### src/hw/rtl/sida_pkg.sv
// Shared types and constants for the signed integer to decimal ASCII block.
`default_nettype none

package sida_pkg;

  localparam int unsigned VALUE_W     = 64;
  localparam int unsigned MIN_DIG_W   = 7;
  localparam int unsigned PREC_W      = 6;
  localparam int unsigned CHAR_W      = 8;
  localparam int unsigned LEN_W       = 6;
  localparam int unsigned DIGIT_W     = 4;
  localparam int unsigned STEP_W      = 6;
  localparam int unsigned IN_DATA_W   = 72;
  localparam int unsigned IN_USER_W   = 2;
  localparam int unsigned OUT_DATA_W  = 16;

  localparam logic [PREC_W-1:0] MAX_PRECISION = 6'd62;
  localparam logic [PREC_W-1:0] DEFAULT_PREC  = 6'd1;
  localparam logic [STEP_W-1:0] LAST_STEP     = 6'd63;

  localparam logic [CHAR_W-1:0] CHAR_ZERO  = 8'h30;
  localparam logic [CHAR_W-1:0] CHAR_MINUS = 8'h2d;
  localparam logic [CHAR_W-1:0] CHAR_PLUS  = 8'h2b;
  localparam logic [CHAR_W-1:0] CHAR_SPACE = 8'h20;
  localparam logic [CHAR_W-1:0] CHAR_NONE  = 8'h00;

  localparam logic [DIGIT_W-1:0] DABBLE_LIMIT = 4'd5;
  localparam logic [DIGIT_W-1:0] DABBLE_ADD   = 4'd3;

  typedef enum logic [1:0] {
    CELL_HOLD,
    CELL_CLEAR,
    CELL_DABBLE,
    CELL_SHIFT
  } cell_op_e;

  typedef enum logic [1:0] {
    ST_IDLE,
    ST_CONV,
    ST_NORM,
    ST_EMIT
  } state_e;

endpackage

`default_nettype wire

### src/hw/rtl/sida_cell.sv
// One BCD digit cell: add-3 and shift for conversion, digit shift for readout.
`default_nettype none

module sida_cell (
  input  logic                                clk_i,
  input  sida_pkg::cell_op_e                  op_i,
  input  logic                                bit_i,
  input  logic [sida_pkg::DIGIT_W-1:0]        digit_i,
  output logic [sida_pkg::DIGIT_W-1:0]        digit_o
);
  import sida_pkg::*;

  logic [DIGIT_W-1:0] digit_q;
  logic [DIGIT_W-1:0] digit_d;
  logic [DIGIT_W-1:0] adj;

  always_comb begin
    adj = (digit_q >= DABBLE_LIMIT) ? digit_q + DABBLE_ADD : digit_q;
    unique case (op_i)
      CELL_CLEAR:  digit_d = '0;
      CELL_DABBLE: digit_d = {adj[DIGIT_W-2:0], bit_i};
      CELL_SHIFT:  digit_d = digit_i;
      default:     digit_d = digit_q;
    endcase
  end

  always_ff @(posedge clk_i) begin
    digit_q <= digit_d;
  end

  assign digit_o = digit_q;

endmodule

`default_nettype wire

### src/hw/rtl/sida_chain.sv
// Row of BCD digit cells, least significant digit in cell zero.
`default_nettype none

module sida_chain #(
  parameter int unsigned NumCells = 19
) (
  input  logic                                clk_i,
  input  sida_pkg::cell_op_e                  op_i,
  input  logic                                bit_i,
  output logic [sida_pkg::DIGIT_W-1:0]        top_digit_o
);
  import sida_pkg::*;

  logic [DIGIT_W-1:0] digit [NumCells];

  for (genvar k = 0; k < NumCells; k++) begin : g_cell
    logic               cell_bit;
    logic [DIGIT_W-1:0] cell_din;

    if (k == 0) begin : g_first
      assign cell_bit = bit_i;
      assign cell_din = '0;
    end else begin : g_rest
      assign cell_bit = (digit[k-1] >= DABBLE_LIMIT);
      assign cell_din = digit[k-1];
    end

    sida_cell u_cell (
      .clk_i   (clk_i),
      .op_i    (op_i),
      .bit_i   (cell_bit),
      .digit_i (cell_din),
      .digit_o (digit[k])
    );
  end

  assign top_digit_o = digit[NumCells-1];

endmodule

`default_nettype wire

### src/hw/rtl/signed_int_to_decimal_ascii.sv
// Top level: signed 64-bit integer to printf %d style decimal ASCII text.
//
//   channel  dir  tdata                                  tuser                       tlast
//   s_axis   in   [63:0] value, [70:64] min_digits        [0] force_plus,            -
//                                                         [1] space_for_plus
//   m_axis   out  [7:0] out_char, [13:8] text_length      [0] empty_text             last_char
//
// An item is accepted, run through the add-3/shift steps in the cell row, stripped
// of leading zero digits off the top cell, and then emitted at one character per cycle
// (0 to 63 characters) while m_axis_tready_i stays high.
// Reset clears control state; digit cells hold no value until the first conversion.
// m_axis_tready_i low while m_axis_tvalid_o is high holds the output register and pauses emission.
// s_axis_tready_o is high only while no conversion is in flight.
`default_nettype none

module signed_int_to_decimal_ascii #(
  parameter int unsigned MAX_DIGITS = 19
) (
  input  logic                                  clk_i,
  input  logic                                  rst_ni,
  input  logic                                  s_axis_tvalid_i,
  output logic                                  s_axis_tready_o,
  // [63:0] value, [70:64] min_digits, [71] zero
  input  logic [sida_pkg::IN_DATA_W-1:0]        s_axis_tdata_i,
  // [0] force_plus, [1] space_for_plus
  input  logic [sida_pkg::IN_USER_W-1:0]        s_axis_tuser_i,
  output logic                                  m_axis_tvalid_o,
  input  logic                                  m_axis_tready_i,
  // [7:0] out_char, [13:8] text_length, [15:14] zero
  output logic [sida_pkg::OUT_DATA_W-1:0]       m_axis_tdata_o,
  // [0] empty_text
  output logic [0:0]                            m_axis_tuser_o,
  output logic                                  m_axis_tlast_o
);
  import sida_pkg::*;

  localparam int unsigned NdW = $clog2(MAX_DIGITS + 1);

  state_e               state_q, state_d;
  logic [VALUE_W-1:0]   mag_q, mag_d;
  logic [PREC_W-1:0]    prec_q, prec_d;
  logic                 sign_pend_q, sign_pend_d;
  logic [CHAR_W-1:0]    sign_char_q, sign_char_d;
  logic [STEP_W-1:0]    step_q, step_d;
  logic [NdW-1:0]       nd_q, nd_d;
  logic [PREC_W-1:0]    pad_q, pad_d;
  logic [LEN_W-1:0]     len_q, len_d;

  logic                 m_valid_q, m_valid_d;
  logic [CHAR_W-1:0]    m_char_q, m_char_d;
  logic                 m_last_q, m_last_d;
  logic                 m_empty_q, m_empty_d;
  logic [LEN_W-1:0]     m_len_q, m_len_d;

  cell_op_e             cell_op;
  logic [DIGIT_W-1:0]   top_digit;

  logic [VALUE_W-1:0]   in_value;
  logic [MIN_DIG_W-1:0] in_min_dig;
  logic                 in_neg;
  logic                 out_free;
  logic                 more_left;
  logic [PREC_W-1:0]    nd_ext;

  assign in_value   = s_axis_tdata_i[VALUE_W-1:0];
  assign in_min_dig = s_axis_tdata_i[VALUE_W +: MIN_DIG_W];
  assign in_neg     = in_value[VALUE_W-1];
  assign out_free   = !m_valid_q || m_axis_tready_i;
  assign nd_ext     = PREC_W'(nd_q);

  sida_chain #(
    .NumCells (MAX_DIGITS)
  ) u_chain (
    .clk_i       (clk_i),
    .op_i        (cell_op),
    .bit_i       (mag_q[VALUE_W-1]),
    .top_digit_o (top_digit)
  );

  always_ff @(posedge clk_i or negedge rst_ni) begin
    if (!rst_ni) begin
      state_q     <= ST_IDLE;
      sign_pend_q <= 1'b0;
      step_q      <= '0;
      nd_q        <= '0;
      pad_q       <= '0;
      len_q       <= '0;
      m_valid_q   <= 1'b0;
    end else begin
      state_q     <= state_d;
      sign_pend_q <= sign_pend_d;
      step_q      <= step_d;
      nd_q        <= nd_d;
      pad_q       <= pad_d;
      len_q       <= len_d;
      m_valid_q   <= m_valid_d;
    end
  end

  always_ff @(posedge clk_i) begin
    mag_q       <= mag_d;
    prec_q      <= prec_d;
    sign_char_q <= sign_char_d;
    m_char_q    <= m_char_d;
    m_last_q    <= m_last_d;
    m_empty_q   <= m_empty_d;
    m_len_q     <= m_len_d;
  end

  always_comb begin
    state_d     = state_q;
    mag_d       = mag_q;
    prec_d      = prec_q;
    sign_pend_d = sign_pend_q;
    sign_char_d = sign_char_q;
    step_d      = step_q;
    nd_d        = nd_q;
    pad_d       = pad_q;
    len_d       = len_q;
    m_valid_d   = m_valid_q && !m_axis_tready_i;
    m_char_d    = m_char_q;
    m_last_d    = m_last_q;
    m_empty_d   = m_empty_q;
    m_len_d     = m_len_q;
    cell_op     = CELL_HOLD;
    more_left   = 1'b0;
    s_axis_tready_o = 1'b0;

    unique case (state_q)
      ST_IDLE: begin
        s_axis_tready_o = 1'b1;
        if (s_axis_tvalid_i) begin
          mag_d   = in_neg ? (~in_value + VALUE_W'(1)) : in_value;
          cell_op = CELL_CLEAR;
          step_d  = '0;
          if (in_min_dig[MIN_DIG_W-1]) begin
            prec_d = DEFAULT_PREC;
          end else if (in_min_dig[PREC_W-1:0] > MAX_PRECISION) begin
            prec_d = MAX_PRECISION;
          end else begin
            prec_d = in_min_dig[PREC_W-1:0];
          end
          sign_pend_d = 1'b1;
          if (in_neg) begin
            sign_char_d = CHAR_MINUS;
          end else if (s_axis_tuser_i[0]) begin
            sign_char_d = CHAR_PLUS;
          end else if (s_axis_tuser_i[1]) begin
            sign_char_d = CHAR_SPACE;
          end else begin
            sign_char_d = CHAR_NONE;
            sign_pend_d = 1'b0;
          end
          state_d = ST_CONV;
        end
      end

      ST_CONV: begin
        cell_op = CELL_DABBLE;
        mag_d   = {mag_q[VALUE_W-2:0], 1'b0};
        step_d  = step_q + STEP_W'(1);
        if (step_q == LAST_STEP) begin
          nd_d    = NdW'(MAX_DIGITS);
          state_d = ST_NORM;
        end
      end

      ST_NORM: begin
        if (nd_q != '0 && top_digit == '0) begin
          cell_op = CELL_SHIFT;
          nd_d    = nd_q - NdW'(1);
        end else begin
          pad_d   = (prec_q > nd_ext) ? prec_q - nd_ext : '0;
          len_d   = '0;
          state_d = ST_EMIT;
        end
      end

      ST_EMIT: begin
        if (out_free) begin
          m_valid_d = 1'b1;
          m_empty_d = 1'b0;
          if (!sign_pend_q && pad_q == '0 && nd_q == '0) begin
            m_char_d  = CHAR_NONE;
            m_last_d  = 1'b1;
            m_empty_d = 1'b1;
            m_len_d   = '0;
            state_d   = ST_IDLE;
          end else begin
            if (sign_pend_q) begin
              m_char_d    = sign_char_q;
              sign_pend_d = 1'b0;
              more_left   = (pad_q != '0) || (nd_q != '0);
            end else if (pad_q != '0) begin
              m_char_d  = CHAR_ZERO;
              pad_d     = pad_q - PREC_W'(1);
              more_left = (pad_q != PREC_W'(1)) || (nd_q != '0);
            end else begin
              m_char_d  = CHAR_ZERO + CHAR_W'(top_digit);
              cell_op   = CELL_SHIFT;
              nd_d      = nd_q - NdW'(1);
              more_left = (nd_q != NdW'(1));
            end
            len_d    = len_q + LEN_W'(1);
            m_last_d = !more_left;
            m_len_d  = more_left ? '0 : len_q + LEN_W'(1);
            if (!more_left) begin
              state_d = ST_IDLE;
            end
          end
        end
      end

      default: begin
        state_d = ST_IDLE;
      end
    endcase
  end

  assign m_axis_tvalid_o = m_valid_q;
  assign m_axis_tdata_o  = {2'b00, m_len_q, m_char_q};
  assign m_axis_tuser_o  = m_empty_q;
  assign m_axis_tlast_o  = m_last_q;

endmodule

`default_nettype wire

### config.mk
export PLATFORM = sky130hd
export DESIGN_NAME = signed_int_to_decimal_ascii
export DESIGN_NICKNAME = d
export VERILOG_FILES = /design/src/hw/rtl/sida_pkg.sv /design/src/hw/rtl/sida_cell.sv /design/src/hw/rtl/sida_chain.sv /design/src/hw/rtl/signed_int_to_decimal_ascii.sv
export SDC_FILE = /design/constraint.sdc
export NUM_CORES = 1
export LEC_CHECK = 0
export ABC_AREA = 1
export BUFFER_PORTS_ARGS = -buffer_cell sky130_fd_sc_hd__buf_2
export CAP_MARGIN = 10
export CELL_PAD_IN_SITES_DETAIL_PLACEMENT = 1
export CELL_PAD_IN_SITES_GLOBAL_PLACEMENT = 1
export CORE_MARGIN = 1.5
export CORE_UTILIZATION = 36
export CTS_CLUSTER_SIZE = 25
export DETAILED_ROUTE_END_ITERATION = 8
export PLACE_DENSITY_LB_ADDON = 0.1
export SYNTH_ARGS = -nofsm -noshare
export SYNTH_HDL_FRONTEND = slang
export SYNTH_SLANG_ARGS = --single-unit
### constraint.sdc
create_clock -name clk_i -period 7.6 [get_ports clk_i]
set_clock_uncertainty 0.2 [all_clocks]
set_input_delay 0.38 -clock clk_i [delete_from_list [all_inputs] [get_ports clk_i]]
set_output_delay 0.38 -clock clk_i [all_outputs]
set_load 0.1 [all_outputs]
==> metrics list <==
- In the global route stage, overall resource usage came out at 0.203.
- Clock tree synthesis inserted a total of 17 buffers.
* FFs w/ async S/R, synth: 0.141
- Of the total power, the share spent switching nets is 0.453.
- The die is 189 µm wide.
- The worst hold path was traced through 3 stages.
- CTS placed an instance of clkbuf_16 at the clock tree root.
* Global route overflow: 0
- Antenna viol nets, final: 0
- The share of the Yosys chip area taken by registers is 0.449.
- Global Route met2 Usage: 0.349
* Post-synthesis sequential element count: 191
- After layout, the design draws a total of between 5 and 6 mW.
- Clock latency on the worst-skew pair: 0.45 ns
* Number of failing hold endpoints at the final stage: 0
* Internal power consumption: 3.17 mW
- Core region area: 0.0344 mm²
- Met1 layer usage reported by global route: 0.269
- The startpoint identified for the worst register-to-register timing path is state_q[1].
* Number of vias per cell after detailed routing: around 5
- IO buf count: between 90 and 100
- Most utilized layer in the global route result: met2
* Post-synthesis cell type count: 48
- Pwr/cell area: 418 mW/mm²
- N_diodes: 0
- Type of element capturing the critical path: flop
* Final setup violation count: 0
- The commonest cells after synthesis are nand2_1, nand3_1, nor2_1.
- Most instantiated library cell after synthesis: nand2_1
- The share of total power dissipated in sequential elements is 0.380.
* Std-Cell Rows: around 70
* F_max: 0.264 GHz
* Max-cap viol count: 0
* Starting Density: 0.363
- The die covers 0.0358 mm².
- Category of the critical setup timing path: reg2reg
* Hold/Removal Path Class: in2reg
- Clock-pin slew was measured on the worst setup and hold paths at 0.07 ns.
- For hold timing, the worst endpoint is prec_q[4].
- Routed wire per std cell: around 16 µm
- For met3 alone, demand over resource in global routing was 0.0302.
- Summed over all nets, the half-perimeter wirelength after detailed placement is between 20 and 25 mm.
- Of the post-synthesis cell area, the dominant cell type holds 0.395.
- Die Ht: 189 µm
- During synthesis, Yosys emitted a total of 0 warnings.
- Register-to-Register Setup Slack: 3.81 ns
- Cell count of the worst reg-to-reg path: 8
- WL final: 34.7 mm
- Maximum number of pins on one net before global-route repair: 91
- At the end of routability-driven placement, the weighted congestion stood at 0.892.
* Post-route minimum period: 3.79 ns
- The number of hold buffers added after CTS was 2.
* Share of the cycle needed by the critical path after routing: 0.499
- The worst-case IR drop observed on VDD is 0.000210 V.
- Data arrives at the worst endpoint at around 3.7 ns.
* Worst slew pin tran: 1.15 ns
* Vias in the first global route: 11400
* Final Max Slew Viols: 0
* Share of cells above drive strength 1: 0.0946
* Number of antenna violations at the first check in global routing: 0
* Initial detailed-routing violation count: 574
- The run finished with clean final reports.
- By area the synthesized netlist is led by edfxtp_1, nand2_1, nand3_1, nor2_1, ha_1.
* Fraction of power consumed by combinational cells: 0.453
- In the synthesized netlist the dominant register cell turns out to be edfxtp_1.
- The cell area that synthesis handed to floorplanning was approximately 0.012 mm².
- Leak: 6.04 nW
- Post-CTS setup repair buffer count: 0
* Share of total power in the clock network: 0.168
- Along the worst path, the maximum fanout reaches 76.
* Number of buffers between clock root and the deepest sink: 2
- Setup repair after global routing left no endpoint under its margin.
* Htree depth: 4
* Slew Limit Headroom: 0.236
* Num Clock Sinks: 191
* Cell taking the most area after synthesis: edfxtp_1
* First-pass GRT wire length: 58.3 mm
- NetSw: between 2 and 3 mW
* Cells after Synth: 1579
- For this design the top-level I/O count stands at between 90 and 100.
- TritonCTS clock tree: built
- Averaged over all synthesized cells, the footprint is 7.90 µm².
* Number of synthesized flops with an enable pin: 164
- Area grow syn2layout: 11.3%
* Critical path required time: 7.46 ns
* Post-Route Setup TNS: 0 ns
- Across all layers, the routed design uses 10700 vias.
- The worst setup path is launched from a flop.
- At the end of the flow, the number of nets in the layout was 1783.
* Post-cts repair resize count: 0
- Before antenna repair, the detailed router went through 5 iterations.
* Number of remaining DRC errors: 0
- The worst register-to-register path ends at u_chain.g_cell[17].u_cell.digit_o[3].
* Critical hold path startpoint: s_axis_tdata_i[68]
[metal layers]
layer,vias to the layer above,wire [µm],share of wire
li1,5412,-,-
met1,5158,16800,0.49
met2,141,16500,0.47
met3,19,917,0.026
met4,0,482,0.014
met5,-,0,0
[flip-flops by register name, indices dropped and copies added (netlist names)]
| signal | flops |
|---|---|
| sign_pend_q | 1 |
| prec_q | 6 |
| nd_q | 5 |
| m_axis_tuser_o | 1 |
| step_q | 6 |
| m_char_q | 6 |
| pad_q | 6 |
| len_q | 6 |
| u_chain.g_cell.u_cell.digit_o | 76 |
| mag_q | 64 |
| m_len_q | 6 |
| m_axis_tvalid_o | 1 |
| state_q | 2 |
| m_axis_tlast_o | 1 |
| sign_char_q | 4 |
[area by class of cell]
type | instances | area [µm²]
Fill cell | 4277 | 20500
Clock buffer | 21 | 450
Inverter | 147 | 552
Timing Repair Buffer | 102 | 541
Tap cell | 455 | 569
Multi-Input combinational cell | 1187 | 6030
Sequential cell | 191 | 5600
Clock inverter | 11 | 153
[logic make-up after synthesis]
logic type | after synthesis | share of synthesized area
and+or+nand+nor | 869 | 0.299
AOI/OAI and AO/OA | 210 | 0.0902
buffers and inverters | 204 | 0.0706
DFF | 191 | 0.449
adders and majority gates | 59 | 0.0597
xor gates and xnor gates | 43 | 0.0302
muxes | 2 | 0.00160
other | 1 | 0.000300
[power groups by stage]
stage	Combinational, mW	Sequential, mW	Clock (mW)
2_1_floorplan	1.94	2.29	0
3_3_place_gp	2.59	2.21	0
3_5_place_dp	2.67	2.23	0
4_1_cts	2.69	2.21	1.00
5_1_grt	3.02	2.28	1.03
6_report	2.63	2.20	0.972
[cells in the final DEF (no fill, tap or decap), drive strengths merged]
cell | netlist | layout
nand2 | 402 | 402
nand3 | 212 | 212
nor2 | 198 | 198
edfxtp | 164 | 164
inv | 145 | 150
buf | 32 | 100
o21ai | 95 | 95
a21oi | 93 | 93
ha | 58 | 58
xor2 | 37 | 37
dfrtp | 27 | 27
nand4 | 25 | 25
clkbuf | 25 | 21
or2 | 11 | 11
nor3 | 8 | 8
nand3b | 7 | 7
a31oi | 6 | 6
xnor2 | 6 | 6
o31ai | 4 | 4
a22oi | 4 | 4
conb | 1 | 4
and2 | 3 | 3
bufinv | 0 | 3
clkinv | 2 | 3
mux2i | 2 | 2
nor4 | 2 | 2
a21o | 2 | 2
a32o | 2 | 2
clkinvlp | 0 | 2
dlygate4sd3 | 0 | 2
o21bai | 1 | 1
o2111ai | 1 | 1
nor3b | 1 | 1
o22ai | 1 | 1
o21a | 1 | 1
fa | 1 | 1
[worst max-delay path by stage]
stage	startpoint	endpoint	slack, ns	cells past startpoint
floorplan	state_q[1]	step_q[5]	2.16	7
global placement	state_q[1]	u_chain.g_cell[0].u_cell.digit_o[1]	3.78	9
detailed placement	state_q[1]	u_chain.g_cell[0].u_cell.digit_o[2]	3.79	8
CTS	state_q[1]	u_chain.g_cell[1].u_cell.digit_o[3]	3.76	8
global route	state_q[1]	u_chain.g_cell[18].u_cell.digit_o[2]	3.51	8
finish	state_q[1]	u_chain.g_cell[17].u_cell.digit_o[3]	3.81	8
[worst max-delay path, stage by stage, from the launching register on]
cell and delay, ns:
dfrtp_1 0.49, ha_1 0.50, inv_1 0.27, nor2_1 0.24, nand3_2 0.10, nand2_2 0.11, nand2_2 0.07, o21ai_4 0.33
or2_4 1.01
[per-stage QoR]
| stage | util | cells | instance area, µm² | setup slack, ns | hold WS, ns |
|---|---|---|---|---|---|
| after floorplan | - | 1582 | 12500 | 2.16 | -0.116 |
| after global placement | 0.386 | 2080 | 13300 | 3.78 | 0.272 |
| after detailed placement | 0.386 | 2080 | 13300 | 3.79 | 0.279 |
| after CTS | 0.404 | 2114 | 13900 | 3.76 | 0.0145 |
| after global routing | 0.404 | 2114 | 13900 | 3.51 | 0.0179 |
| final | 0.404 | 2114 | 13900 | 3.81 | 0.0383 |
Power figures use the tool's default switching activity.
